<file path="config.mk">
export PLATFORM = sky130hd
export DESIGN_NAME = sliding_window_sender_fast_retransmit
export DESIGN_NICKNAME = d
export VERILOG_FILES = /design/src/design/swsfr_pkg.sv /design/src/design/swsfr_ram.sv /design/src/design/swsfr_alu.sv /design/src/design/sliding_window_sender_fast_retransmit.sv
export SDC_FILE = /design/constraint.sdc
export NUM_CORES = 1
export LEC_CHECK = 0
export ABC_AREA = 1
export BUFFER_PORTS_ARGS = -buffer_cell sky130_fd_sc_hd__buf_2
export CAP_MARGIN = 15
export CORE_MARGIN = 8
export CORE_UTILIZATION = 65
export DETAILED_ROUTE_END_ITERATION = 7
export GPL_TIMING_DRIVEN = 0
export PLACE_DENSITY_LB_ADDON = 0.25
export SETUP_SLACK_MARGIN = 0.05
export SYNTH_ARGS = -nofsm -noshare
export SYNTH_HDL_FRONTEND = slang
export SYNTH_SLANG_ARGS = --single-unit
</file>
<file path="constraint.sdc">
create_clock -name clk -period 7.7 [get_ports clk]
set_clock_uncertainty 0.1 [all_clocks]
set_input_delay 0.77 -clock clk [delete_from_list [all_inputs] [get_ports clk]]
set_output_delay 0.77 -clock clk [all_outputs]
set_load 0.03 [all_outputs]
</file>
<file path="src/design/swsfr_pkg.sv">
// ----------------------------------------------------------------------------
// swsfr_pkg
// Shared types and constants of the go-back-N sender with fast retransmit.
// ----------------------------------------------------------------------------
`default_nettype none

package swsfr_pkg;

    localparam int SEQ_BITS_DEF     = 4;
    localparam int PAYLOAD_BITS_DEF = 32;

    localparam int KIND_W    = 2;
    localparam int PORT_SEQ_W = 4;
    localparam int PORT_PAY_W = 32;
    localparam int EXT_SEQ_W  = 8;
    localparam int EXT_PAY_W  = 64;
    localparam int DUP_W      = 4;

    localparam logic [DUP_W-1:0] DUP_MAX   = 4'd15;
    localparam logic [DUP_W-1:0] FAST_DUPS = 4'd3;

    typedef enum logic [KIND_W-1:0] {
        KIND_SEND    = 2'd0,
        KIND_ACK     = 2'd1,
        KIND_TIMEOUT = 2'd2,
        KIND_NONE    = 2'd3
    } kind_t;

    typedef enum logic [2:0] {
        ACT_TX_NEW     = 3'd0,
        ACT_REFUSED    = 3'd1,
        ACT_RETX       = 3'd2,
        ACT_BAD_ACK    = 3'd3,
        ACT_ACK_OUTSIDE = 3'd4,
        ACT_ACK_OK     = 3'd5,
        ACT_EMPTY_TO   = 3'd6
    } action_t;

    typedef enum logic [1:0] {
        TMR_NONE    = 2'd0,
        TMR_START   = 2'd1,
        TMR_STOP    = 2'd2,
        TMR_RESTART = 2'd3
    } timer_cmd_t;

endpackage

`default_nettype wire

</file>
<file path="src/design/swsfr_ram.sv">
// ----------------------------------------------------------------------------
// swsfr_ram
// Generic single-write, single-read RAM with a registered read port.
// ----------------------------------------------------------------------------
`default_nettype none

module swsfr_ram #(
    parameter int WIDTH = 32,
    parameter int DEPTH = 8
) (
    input  wire logic                     clk,
    input  wire logic                     we,
    input  wire logic [$clog2(DEPTH)-1:0] waddr,
    input  wire logic [WIDTH-1:0]         wdata,
    input  wire logic                     re,
    input  wire logic [$clog2(DEPTH)-1:0] raddr,
    output logic      [WIDTH-1:0]         rdata
);

    logic [WIDTH-1:0] mem [DEPTH];

    always_ff @(posedge clk)
    begin
        if (we)
        begin
            mem[waddr] <= wdata;
        end
        if (re)
        begin
            rdata <= mem[raddr];
        end
    end

endmodule

`default_nettype wire

</file>
<file path="src/design/swsfr_alu.sv">
// ----------------------------------------------------------------------------
// swsfr_alu
// Shared sequence arithmetic: modular difference and increment.
// ----------------------------------------------------------------------------
`default_nettype none

module swsfr_alu #(
    parameter int SEQ_BITS = 4
) (
    input  wire logic [SEQ_BITS-1:0] a,
    input  wire logic [SEQ_BITS-1:0] b,
    output logic      [SEQ_BITS-1:0] diff,
    output logic      [SEQ_BITS-1:0] inc
);

    assign diff = a - b;
    assign inc  = a + SEQ_BITS'(1);

endmodule

`default_nettype wire

</file>
<file path="src/design/sliding_window_sender_fast_retransmit.sv">
// ----------------------------------------------------------------------------
// sliding_window_sender_fast_retransmit
// Go-back-N sender with cumulative acks, fast retransmit on the third
// duplicate ack and full retransmission on timeout.
//
//   channel | handshake           | payload
//   --------+---------------------+------------------------------------------
//   command | start, busy         | kind, payload, ack_num, checksum_ok
//   result  | strobe              | action, seq_num, packet_data, timer_cmd,
//           |                     | last
//
// A send, a dropped ack or an empty timeout is decided in the evaluate state;
// an ack goes on to a window-check state. Each retransmitted packet takes a
// store read and then the beat; a timeout resends every outstanding packet
// and a fast retransmit resends only the oldest one.
// Reset clears the window and the duplicate-ack tracking; the store is not
// cleared. The receiver cannot stall; results are registered and appear in
// the cycle after they are decided.
// ----------------------------------------------------------------------------
`default_nettype none

module sliding_window_sender_fast_retransmit #(
    parameter int SEQ_BITS     = swsfr_pkg::SEQ_BITS_DEF,
    parameter int PAYLOAD_BITS = swsfr_pkg::PAYLOAD_BITS_DEF
) (
    input  wire logic                               clk,
    input  wire logic                               rst_n,
    input  wire logic                               start,
    output logic                                    busy,
    input  wire logic [swsfr_pkg::KIND_W-1:0]       kind,
    input  wire logic [swsfr_pkg::PORT_PAY_W-1:0]   payload,
    input  wire logic [swsfr_pkg::PORT_SEQ_W-1:0]   ack_num,
    input  wire logic                               checksum_ok,
    output logic                                    strobe,
    output logic [2:0]                              action,
    output logic [swsfr_pkg::PORT_SEQ_W-1:0]        seq_num,
    output logic [swsfr_pkg::PORT_PAY_W-1:0]        packet_data,
    output logic [1:0]                              timer_cmd,
    output logic                                    last
);

    import swsfr_pkg::*;

    localparam int WIN    = 2 ** (SEQ_BITS - 1);
    localparam int ADDR_W = $clog2(WIN);

    typedef enum logic [2:0] {
        S_IDLE,
        S_EVAL,
        S_ACK,
        S_RD,
        S_RTX
    } state_t;

    state_t                  state_reg, state_next;
    kind_t                   kind_reg, kind_next;
    logic [PAYLOAD_BITS-1:0] pay_reg, pay_next;
    logic [SEQ_BITS-1:0]     ack_reg, ack_next;
    logic                    good_reg, good_next;

    logic [SEQ_BITS-1:0]     window_base_reg, window_base_next;
    logic [SEQ_BITS-1:0]     next_seq_reg, next_seq_next;
    logic [SEQ_BITS-1:0]     last_ack_reg, last_ack_next;
    logic                    last_ack_valid_reg, last_ack_valid_next;
    logic [DUP_W-1:0]        dup_count_reg, dup_count_next;
    logic [SEQ_BITS-1:0]     outst_reg, outst_next;
    logic [SEQ_BITS-1:0]     ptr_reg, ptr_next;
    logic                    first_reg, first_next;
    logic                    fast_reg, fast_next;

    logic                    strobe_reg, strobe_next;
    action_t                 action_reg, action_next;
    logic [PORT_SEQ_W-1:0]   seq_num_reg, seq_num_next;
    logic [PORT_PAY_W-1:0]   packet_data_reg, packet_data_next;
    timer_cmd_t              timer_cmd_reg, timer_cmd_next;
    logic                    last_reg, last_next;

    logic [SEQ_BITS-1:0]     alu_a, alu_b, alu_diff, alu_inc;

    logic                    ram_we, ram_re;
    logic [ADDR_W-1:0]       ram_waddr, ram_raddr;
    logic [PAYLOAD_BITS-1:0] ram_rdata;

    logic [EXT_SEQ_W-1:0]    ack_ext, ptr_ext, nseq_ext;
    logic [EXT_PAY_W-1:0]    pay_in_ext, pay_reg_ext, rdata_ext;
    logic                    accept;

    assign accept      = start && (state_reg == S_IDLE);
    assign busy        = (state_reg != S_IDLE);
    assign ack_ext     = EXT_SEQ_W'(ack_num);
    assign ptr_ext     = EXT_SEQ_W'(ptr_reg);
    assign nseq_ext    = EXT_SEQ_W'(next_seq_reg);
    assign pay_in_ext  = EXT_PAY_W'(payload);
    assign pay_reg_ext = EXT_PAY_W'(pay_reg);
    assign rdata_ext   = EXT_PAY_W'(ram_rdata);

    swsfr_alu #(
        .SEQ_BITS (SEQ_BITS)
    ) u_alu (
        .a    (alu_a),
        .b    (alu_b),
        .diff (alu_diff),
        .inc  (alu_inc)
    );

    swsfr_ram #(
        .WIDTH (PAYLOAD_BITS),
        .DEPTH (WIN)
    ) u_store (
        .clk   (clk),
        .we    (ram_we),
        .waddr (ram_waddr),
        .wdata (pay_reg),
        .re    (ram_re),
        .raddr (ram_raddr),
        .rdata (ram_rdata)
    );

    always_comb
    begin
        unique case (state_reg)
            S_ACK:
            begin
                alu_a = ack_reg;
                alu_b = window_base_reg;
            end
            S_RTX:
            begin
                alu_a = ptr_reg;
                alu_b = window_base_reg;
            end
            default:
            begin
                alu_a = next_seq_reg;
                alu_b = window_base_reg;
            end
        endcase
    end

    assign ram_waddr = next_seq_reg[ADDR_W-1:0];
    assign ram_raddr = ptr_reg[ADDR_W-1:0];
    assign ram_re    = (state_reg == S_RD);

    always_comb
    begin
        state_next          = state_reg;
        kind_next           = kind_reg;
        pay_next            = pay_reg;
        ack_next            = ack_reg;
        good_next           = good_reg;
        window_base_next    = window_base_reg;
        next_seq_next       = next_seq_reg;
        last_ack_next       = last_ack_reg;
        last_ack_valid_next = last_ack_valid_reg;
        dup_count_next      = dup_count_reg;
        outst_next          = outst_reg;
        ptr_next            = ptr_reg;
        first_next          = first_reg;
        fast_next           = fast_reg;
        strobe_next         = 1'b0;
        action_next         = action_reg;
        seq_num_next        = '0;
        packet_data_next    = '0;
        timer_cmd_next      = TMR_NONE;
        last_next           = 1'b1;
        ram_we              = 1'b0;

        unique case (state_reg)
            S_IDLE:
            begin
                if (accept)
                begin
                    kind_next  = kind_t'(kind);
                    pay_next   = PAYLOAD_BITS'(pay_in_ext);
                    ack_next   = SEQ_BITS'(ack_ext);
                    good_next  = checksum_ok;
                    state_next = S_EVAL;
                end
            end

            S_EVAL:
            begin
                state_next = S_IDLE;
                unique case (kind_reg)
                    KIND_SEND:
                    begin
                        strobe_next = 1'b1;
                        if (&alu_diff[SEQ_BITS-2:0])
                        begin
                            action_next = ACT_REFUSED;
                        end
                        else
                        begin
                            ram_we           = 1'b1;
                            action_next      = ACT_TX_NEW;
                            seq_num_next     = nseq_ext[PORT_SEQ_W-1:0];
                            packet_data_next = pay_reg_ext[PORT_PAY_W-1:0];
                            timer_cmd_next   = (alu_diff == '0) ? TMR_START : TMR_NONE;
                            next_seq_next    = alu_inc;
                        end
                    end
                    KIND_ACK:
                    begin
                        if (!good_reg)
                        begin
                            strobe_next = 1'b1;
                            action_next = ACT_BAD_ACK;
                        end
                        else
                        begin
                            if (!last_ack_valid_reg || (last_ack_reg != ack_reg))
                            begin
                                last_ack_next       = ack_reg;
                                last_ack_valid_next = 1'b1;
                                dup_count_next      = '0;
                            end
                            else if (dup_count_reg < DUP_MAX)
                            begin
                                dup_count_next = dup_count_reg + DUP_W'(1);
                            end
                            outst_next = alu_diff;
                            state_next = S_ACK;
                        end
                    end
                    KIND_TIMEOUT:
                    begin
                        if (alu_diff == '0)
                        begin
                            strobe_next    = 1'b1;
                            action_next    = ACT_EMPTY_TO;
                            timer_cmd_next = TMR_STOP;
                        end
                        else
                        begin
                            ptr_next   = window_base_reg;
                            first_next = 1'b1;
                            fast_next  = 1'b0;
                            state_next = S_RD;
                        end
                    end
                    default:
                    begin
                        state_next = S_IDLE;
                    end
                endcase
            end

            S_ACK:
            begin
                state_next = S_IDLE;
                if (alu_diff >= outst_reg)
                begin
                    if (dup_count_reg == FAST_DUPS)
                    begin
                        dup_count_next = '0;
                        ptr_next       = window_base_reg;
                        first_next     = 1'b1;
                        fast_next      = 1'b1;
                        state_next     = S_RD;
                    end
                    else
                    begin
                        strobe_next = 1'b1;
                        action_next = ACT_ACK_OUTSIDE;
                    end
                end
                else
                begin
                    strobe_next      = 1'b1;
                    action_next      = ACT_ACK_OK;
                    window_base_next = alu_inc;
                    timer_cmd_next   = (alu_inc != next_seq_reg) ? TMR_RESTART : TMR_STOP;
                end
            end

            S_RD:
            begin
                state_next = S_RTX;
            end

            S_RTX:
            begin
                strobe_next      = 1'b1;
                action_next      = ACT_RETX;
                seq_num_next     = ptr_ext[PORT_SEQ_W-1:0];
                packet_data_next = rdata_ext[PORT_PAY_W-1:0];
                timer_cmd_next   = first_reg ? TMR_RESTART : TMR_NONE;
                last_next        = fast_reg || (alu_inc == next_seq_reg);
                first_next       = 1'b0;
                ptr_next         = alu_inc;
                state_next       = last_next ? S_IDLE : S_RD;
            end

            default:
            begin
                state_next = S_IDLE;
            end
        endcase
    end

    always_ff @(posedge clk or negedge rst_n)
    begin
        if (!rst_n)
        begin
            state_reg          <= S_IDLE;
            window_base_reg    <= '0;
            next_seq_reg       <= '0;
            last_ack_reg       <= '0;
            last_ack_valid_reg <= 1'b0;
            dup_count_reg      <= '0;
            strobe_reg         <= 1'b0;
        end
        else
        begin
            state_reg          <= state_next;
            window_base_reg    <= window_base_next;
            next_seq_reg       <= next_seq_next;
            last_ack_reg       <= last_ack_next;
            last_ack_valid_reg <= last_ack_valid_next;
            dup_count_reg      <= dup_count_next;
            strobe_reg         <= strobe_next;
        end
    end

    always_ff @(posedge clk)
    begin
        kind_reg        <= kind_next;
        pay_reg         <= pay_next;
        ack_reg         <= ack_next;
        good_reg        <= good_next;
        outst_reg       <= outst_next;
        ptr_reg         <= ptr_next;
        first_reg       <= first_next;
        fast_reg        <= fast_next;
        action_reg      <= action_next;
        seq_num_reg     <= seq_num_next;
        packet_data_reg <= packet_data_next;
        timer_cmd_reg   <= timer_cmd_next;
        last_reg        <= last_next;
    end

    assign strobe      = strobe_reg;
    assign action      = action_reg;
    assign seq_num     = seq_num_reg;
    assign packet_data = packet_data_reg;
    assign timer_cmd   = timer_cmd_reg;
    assign last        = last_reg;

    // A beat that is not the last of its command leaves the sequencer busy.
    assert property (@(posedge clk) disable iff (!rst_n)
        strobe_reg && !last_reg |-> state_reg != S_IDLE)
        else $error("non-final beat while idle");

    // The window never holds as many packets as the store has slots.
    assert property (@(posedge clk) disable iff (!rst_n)
        SEQ_BITS'(next_seq_reg - window_base_reg) < SEQ_BITS'(WIN))
        else $error("window overflow");

    // Every retransmit beat follows a store read.
    assert property (@(posedge clk) disable iff (!rst_n)
        state_reg == S_RTX |-> $past(state_reg) == S_RD)
        else $error("retransmit without store read");

    // An accepted command makes the block busy on the next cycle.
    assert property (@(posedge clk) disable iff (!rst_n)
        accept |=> state_reg == S_EVAL)
        else $error("command not taken");

endmodule

`default_nettype wire

</file>
Word level (Yosys, flattened, before mapping):

Memories as Yosys holds them, arrays and structs flattened. A register that Yosys moved wholly into a read port is not among the register bits.
Index checks and enable logic that the tools add are counted.

* register bits: 112
* bits in writable memories: 256
* bits of input ports: 42
* output and inout port bits: 44
* logic and storage cells: 131
* memories kept: 1

* $add $sub $neg: 3
* magnitude comparators: 2
* equality and inequality tests: 22
* muxes and demuxes: 61
* bitwise gates (word level): 2
* reduce and logical (&&, ||, !) cells: 20

Memories
* u_store.mem: depth 8, bits a word 32, rd ports 1, clocked after Yosys merged registers in 1, write ports 1, line swsfr_ram.sv:20 `logic [WIDTH-1:0] mem [DEPTH];`

Operator list (count)
* two-way mux 32 bit: 2
* one-hot mux 32 bit (2 select lines): 1
* two-way mux 4 bit: 12
* one-hot mux 4 bit (2 select lines): 3
* two-way mux 1 bit: 19
* one-hot mux 3 bit (3 select lines): 2
* two-way mux 2 bit: 8
* two-way mux 3 bit: 5
* one-hot mux 3 bit (5 select lines): 1
* AND reduction 5 bit: 3
* != test 2 bit, second input constant: 6
* != test 3 bit, second input constant: 4
* one-hot mux 4 bit (3 select lines): 1
* one-hot mux 1 bit (3 select lines): 3
* AND reduction 3 bit: 3
* adder 4 x 1 -> 4 bit, second input constant: 2
* != test 4 bit: 2
* one-hot mux 2 bit (2 select lines): 2
* == test 3 x 2 -> 1 bit, second input constant: 2
* one-hot mux 2 bit (3 select lines): 1
* AND reduction 6 bit: 1
* nonzero test 3 bit: 2
* == test 4 x 2 -> 1 bit, second input constant: 1
* == test 4 bit: 1
* other kinds (20): 23

Logic depth before layout (Yosys ltp):

* depth in word-level cells: 9
* depth in mapped cells: 26
* gate-level depth less buffers: 25

By module:

Synthesis repeated with hierarchy kept, for this count alone.

* cells, all modules: 1540
* area, all modules: 16637.2 µm²

Modules (own cells, without submodules)
* swsfr_ram: times used 1, cells each 1156, area an instance 12192.9 µm²
* sliding_window_sender_fast_retransmit: times used 1, cells each 356, area an instance 4267.8 µm²
* swsfr_alu: times used 1, cells each 28, area an instance 176.4 µm²

Worst setup path after synthesis:

Ideal clock, no wire load.

* path kind: reg2reg
* from: register state_reg[1]
* to: memory u_store.mem[0][0], enable pin
* setup time: 0.421 ns
* data arrival time: 3.795 ns
* slack: 3.384 ns
* stages on the path, launching flop included: 15
* path buffers: 0
* cell sequence: dfrtp_1 > nor2_2 > nand3_1 > nand2_1 > inv_1 > o21ai_2 > inv_1 > ha_1 > fa_1 > xnor2_1 > nand3_1 > nand3_1 > clkinv_1 > nand2_1 > nor2_1

* cells in the longest elaborated chain, start to end: 9

RTL lines
* from (decl): line sliding_window_sender_fast_retransmit.sv:55 `state_t state_reg, state_next;`
* from (signal assigned): line sliding_window_sender_fast_retransmit.sv:315 `state_reg <= state_next;`
* == test 3 bit or == test 3 x 2 -> 1 bit (tied branches): line sliding_window_sender_fast_retransmit.sv:121 `unique case (state_reg)`
* one-hot mux 4 bit (2 select lines) *: line sliding_window_sender_fast_retransmit.sv:121
* subtractor 4 bit *: line swsfr_alu.sv:16 `assign diff = a - b;`
* named net alu_diff[2]: line sliding_window_sender_fast_retransmit.sv:78 `logic [SEQ_BITS-1:0] alu_a, alu_b, alu_diff, alu_inc;`
* AND reduction 3 bit *: line sliding_window_sender_fast_retransmit.sv:188 `if (&alu_diff[SEQ_BITS-2:0])`
* two-way mux 1 bit *: line sliding_window_sender_fast_retransmit.sv:188
* two-way mux 1 bit *: line sliding_window_sender_fast_retransmit.sv:184 `unique case (kind_reg)`
* two-way mux 1 bit *: line sliding_window_sender_fast_retransmit.sv:168 `unique case (state_reg)`
* two-way mux 1 bit *: line swsfr_ram.sv:24 `if (we)`
* two-way mux 1 bit (implied by the code) *: line swsfr_ram.sv:26 `mem[waddr] <= wdata;`
* to (decl): line swsfr_ram.sv:20

The timed path passes the listed nets; every way through them passes the cells marked *.

Final worst setup path:

* from: register ptr_reg[0]
* to: memory u_store.mem[4][25], enable pin

* cells in the longest elaborated chain, start to end: 8

RTL lines
* from (decl): line sliding_window_sender_fast_retransmit.sv:67 `logic [SEQ_BITS-1:0] ptr_reg, ptr_next;`
* from (signal assigned): line sliding_window_sender_fast_retransmit.sv:332 `ptr_reg <= ptr_next;`
* one-hot mux 4 bit (2 select lines): line sliding_window_sender_fast_retransmit.sv:121
* subtractor 4 bit: line swsfr_alu.sv:16
* named net alu_diff[2]: line sliding_window_sender_fast_retransmit.sv:78
* AND reduction 3 bit: line sliding_window_sender_fast_retransmit.sv:188
* two-way mux 1 bit: line sliding_window_sender_fast_retransmit.sv:188
* two-way mux 1 bit: line sliding_window_sender_fast_retransmit.sv:184
* two-way mux 1 bit: line sliding_window_sender_fast_retransmit.sv:168
* two-way mux 1 bit: line swsfr_ram.sv:24
* two-way mux 1 bit (implied by the code): line swsfr_ram.sv:26

The timed path passes the listed nets, and every way through them passes these cells.

==> flow_summary_export.csv <==
group,metric,value,unit
clock_tree,cts_tree,"done",
synth,synth_seq_cells,400,
synth,synth_area_leader_cell,"edfxtp_1",
critical_path,rrSetupSlack,3.00,ns
place,io_buffers,85,
layout,fillers,1438,
clock_tree,cts_made_buffers,39,
hold_path,hold_path.class,"in2async",
floorplan,die-width,169,um
synth,syn_area,15300,um^2
global_route,track_usage,0.248,
pwr,switching_share,0.351,
floorplan,pin_count,86,
flow_run,maxCapViolCount,0,
floorplan,fp-row-count,56,
synth,yosysTopAreaCellShare,0.668,
sta,hold_viol_final,0,
synth,synthAdderAreaFrac,0.0120,
clock_tree,htree_num_levels,2,
layout,largest_register,"u_store.mem",
synth,async_flop_share,0.0525,
synth,synthXorXnorAreaFrac,0.00229,
clock_tree,post_cts_buffers,0,
sta,fmax,0.213,GHz
layout,seq_area,11500,um^2
sta,finalSetupViolCount,0,
pwr,power,7.02,mW
sta,rsz0062_at_grt,"no",
synth,synth_commonest_cells,"340 x edfxtp_1, 249 x nor2_1, 155 x o21ai_0",
sta,max_slew_margin,0.302,
synth,synthMuxAreaShare,0,
synth,yosysMostFrequentCell,"edfxtp_1",
routing,viasPerCell,6.02,
critical_path,cp_max_fo,17,
routing,wl_per_cell,21.5,um
pwr,p_per_area,396,nW/um^2
routing,drt_iter0_markers,1349,
status,status,"completed",
critical_path,required,7.87,ns
pwr,irDropWorstVdd,0.000273,V
pwr,p_int,4.56,mW
global_route,grt_pass1_wl,54100,um
critical_path,cp.arrival,4.88,ns
pwr,clkPwrFrac,0.273,
synth,synth.avg_cell_area,13.2,um^2
critical_path,crit_path_end_kind,"flip-flop",
global_route,antenna_found_initial,0,
floorplan,initial_core_util,0.657,
global_route,grt-ovfl-total,0,
routing,finalWirelength,35400,um
synth,synth-compound-area-share,0.0999,
floorplan,die-height,169,um
synth,synth_edf_count,340,
layout,multiInputGateArea,3410,um^2
place,dp_hpwl,22400,um
global_route,grt_max_degree,26,
clock_tree,cts.path.max_buffers,3,
synth,seq_area_frac_synth,0.754,
clock_tree,post_cts_resized,0,
sta,tightest_slew,1.05,ns
layout,area_growth_syn_to_layout,16.0,%
sta,period_minus_slack,4.70,ns
pwr,power_frac_seq,0.419,
layout,drive_above_1_share,0.151,
place,place_congestion,0.885,
clock_tree,cts.sinks,400,
pwr,power_leakage,6.39,nW
critical_path,worstSetupPathType,"reg2reg",
sta,final_max_slew_viol_count,0,
global_route,grt_pass1_vias,9898,
routing,ant_nets,0,
routing,drc_errors,0,
synth,yosys_warnings,0,
clock_tree,clk_pin_slew,0.06,ns
layout,fin_nets,1354,
synth,syn_nets,1216,
synth,synthCells,1160,
routing,via_count,9920,
clock_tree,cts_hold_buffers,0,
synth,synthFlopType,"edfxtp_1",
pwr,p_switching,2.47,mW
clock_tree,cts_root_buf,"clkbuf_16",
synth,ys_top_cells_by_area,"edfxtp_1 67%, nor2_1 6.1%, dfxtp_1 5.1%",
sta,fin_crit_sh,0.611,
synth,ys_types,40,
sta,tns,0,ns
synth,synth_top_family_by_area,"simple AND/OR/NAND/NOR gates",
critical_path,start_kind,"flip-flop",
layout,largest_reg_flops,256,
floorplan,die_area,28700,um^2
pwr,combinationalPowerShare,0.308,
floorplan,coreArea,23300,um^2
routing,dr.pass1.iters,6,
synth,yosys.area_share.simple,0.104,
clock_tree,clkLatencyLatePin,0.53,ns
layer usage:
layer,global-route usage,part of all wire,vias up
met5,0,0,-
met4,0.0939,0.030,0
met3,0.0491,0.11,111
met2,0.410,0.48,613
met1,0.324,0.38,4712
li1,-,-,4484
layout make-up:
cell class | count | area share
buffer | 56 | 0.0129
antenna | 1 | 0.000141
inverter | 50 | 0.0114
clock buffer | 58 | 0.0660
sequential | 400 | 0.650
clock inverter | 13 | 0.00763
multi-input combinational | 654 | 0.192
tap | 319 | 0.0225
timing repair buffer | 97 | 0.0374
cell families (layout without fill, tap and decap cells):
| group | count (synthesis) | in the layout |
|---|---|---|
| flip-flops | 400 | 400 |
| AND/OR/NAND/NOR | 375 | 375 |
| AO/OA/AOI/OAI | 261 | 261 |
| buffers and inverters | 106 | 274 |
| adder cells (fa/ha/maj) | 14 | 14 |
| XOR/XNOR | 4 | 4 |
| other | 0 | 1 |
power groups by stage:
stage,Combinational (mW),Clock [mW],Sequential [mW]
2_1_floorplan,1.31,0,3.04
3_3_place_gp,2.00,0,2.99
3_5_place_dp,2.13,0,2.98
4_1_cts,2.14,1.93,2.94
5_1_grt,2.37,2.02,2.97
6_report,2.16,1.92,2.95
through the flow:
step / setup slack (ns) / hold slack (ns) / utilization / cell area [um^2] / std cells
after global routing: 2.80 / 0.136 / 0.762 / 17700 / 1647
after CTS: 3.05 / 0.116 / 0.762 / 17700 / 1647
after floorplan: 3.38 / 0.332 / - / 15300 / 1160
final: 3.00 / 0.110 / 0.762 / 17700 / 1648
after detailed placement: 3.10 / 0.349 / 0.706 / 16400 / 1576
after global placement: 1.36 / 0.347 / 0.692 / 16100 / 1564
final timing paths:
path                                     from                  to  cells past startpoint
setup reg to reg                   ptr_reg[0]  u_store.mem[4][25]                     15
max in group asynchronous               rst_n     next_seq_reg[1]                      1
min in group clk                   ack_num[3]          ack_reg[3]                      1
hold reg to reg            last_ack_valid_reg  last_ack_valid_reg                      1
setup / recovery                   ptr_reg[0]  u_store.mem[4][25]                     15
hold / removal                          rst_n  last_ack_valid_reg                      1
critical path: stages (launching register included):
cell      delay, ns
edfxtp_1       0.46
buf_2          0.31
nand3_1        0.20
nand2_1        0.13
inv_1          0.06
o21ai_2        0.13
inv_1          0.08
ha_1           0.22
fa_1           0.41
xnor2_1        0.35
nand3_1        0.22
nand3_1        0.34
clkinv_1       0.45
nand2_1        0.50
nor2_4         0.24
buf_16         0.23
layout by cell type (no fill, tap or decap), types with 7 or more instances in the layout:
| master | synthesis | routed |
|---|---|---|
| clkbuf_8 | 0 | 8 |
| clkbuf_1 | 40 | 49 |
| clkbuf_16 | 0 | 41 |
| nand3_1 | 27 | 27 |
| o21ai_0 | 155 | 155 |
| nand3_2 | 7 | 7 |
| nand2_1 | 63 | 63 |
| inv_1 | 44 | 44 |
| ha_1 | 13 | 13 |
| dfxtp_1 | 39 | 39 |
| dfrtp_1 | 21 | 21 |
| buf_1 | 8 | 8 |
| nand4_1 | 7 | 7 |
| nor2_4 | 1 | 10 |
| a22o_1 | 32 | 32 |
| edfxtp_1 | 340 | 340 |
| buf_2 | 6 | 91 |
| nor2_1 | 249 | 240 |
| a31oi_1 | 32 | 32 |
| o22ai_1 | 34 | 34 |
(Power assumes the default switching activity.)
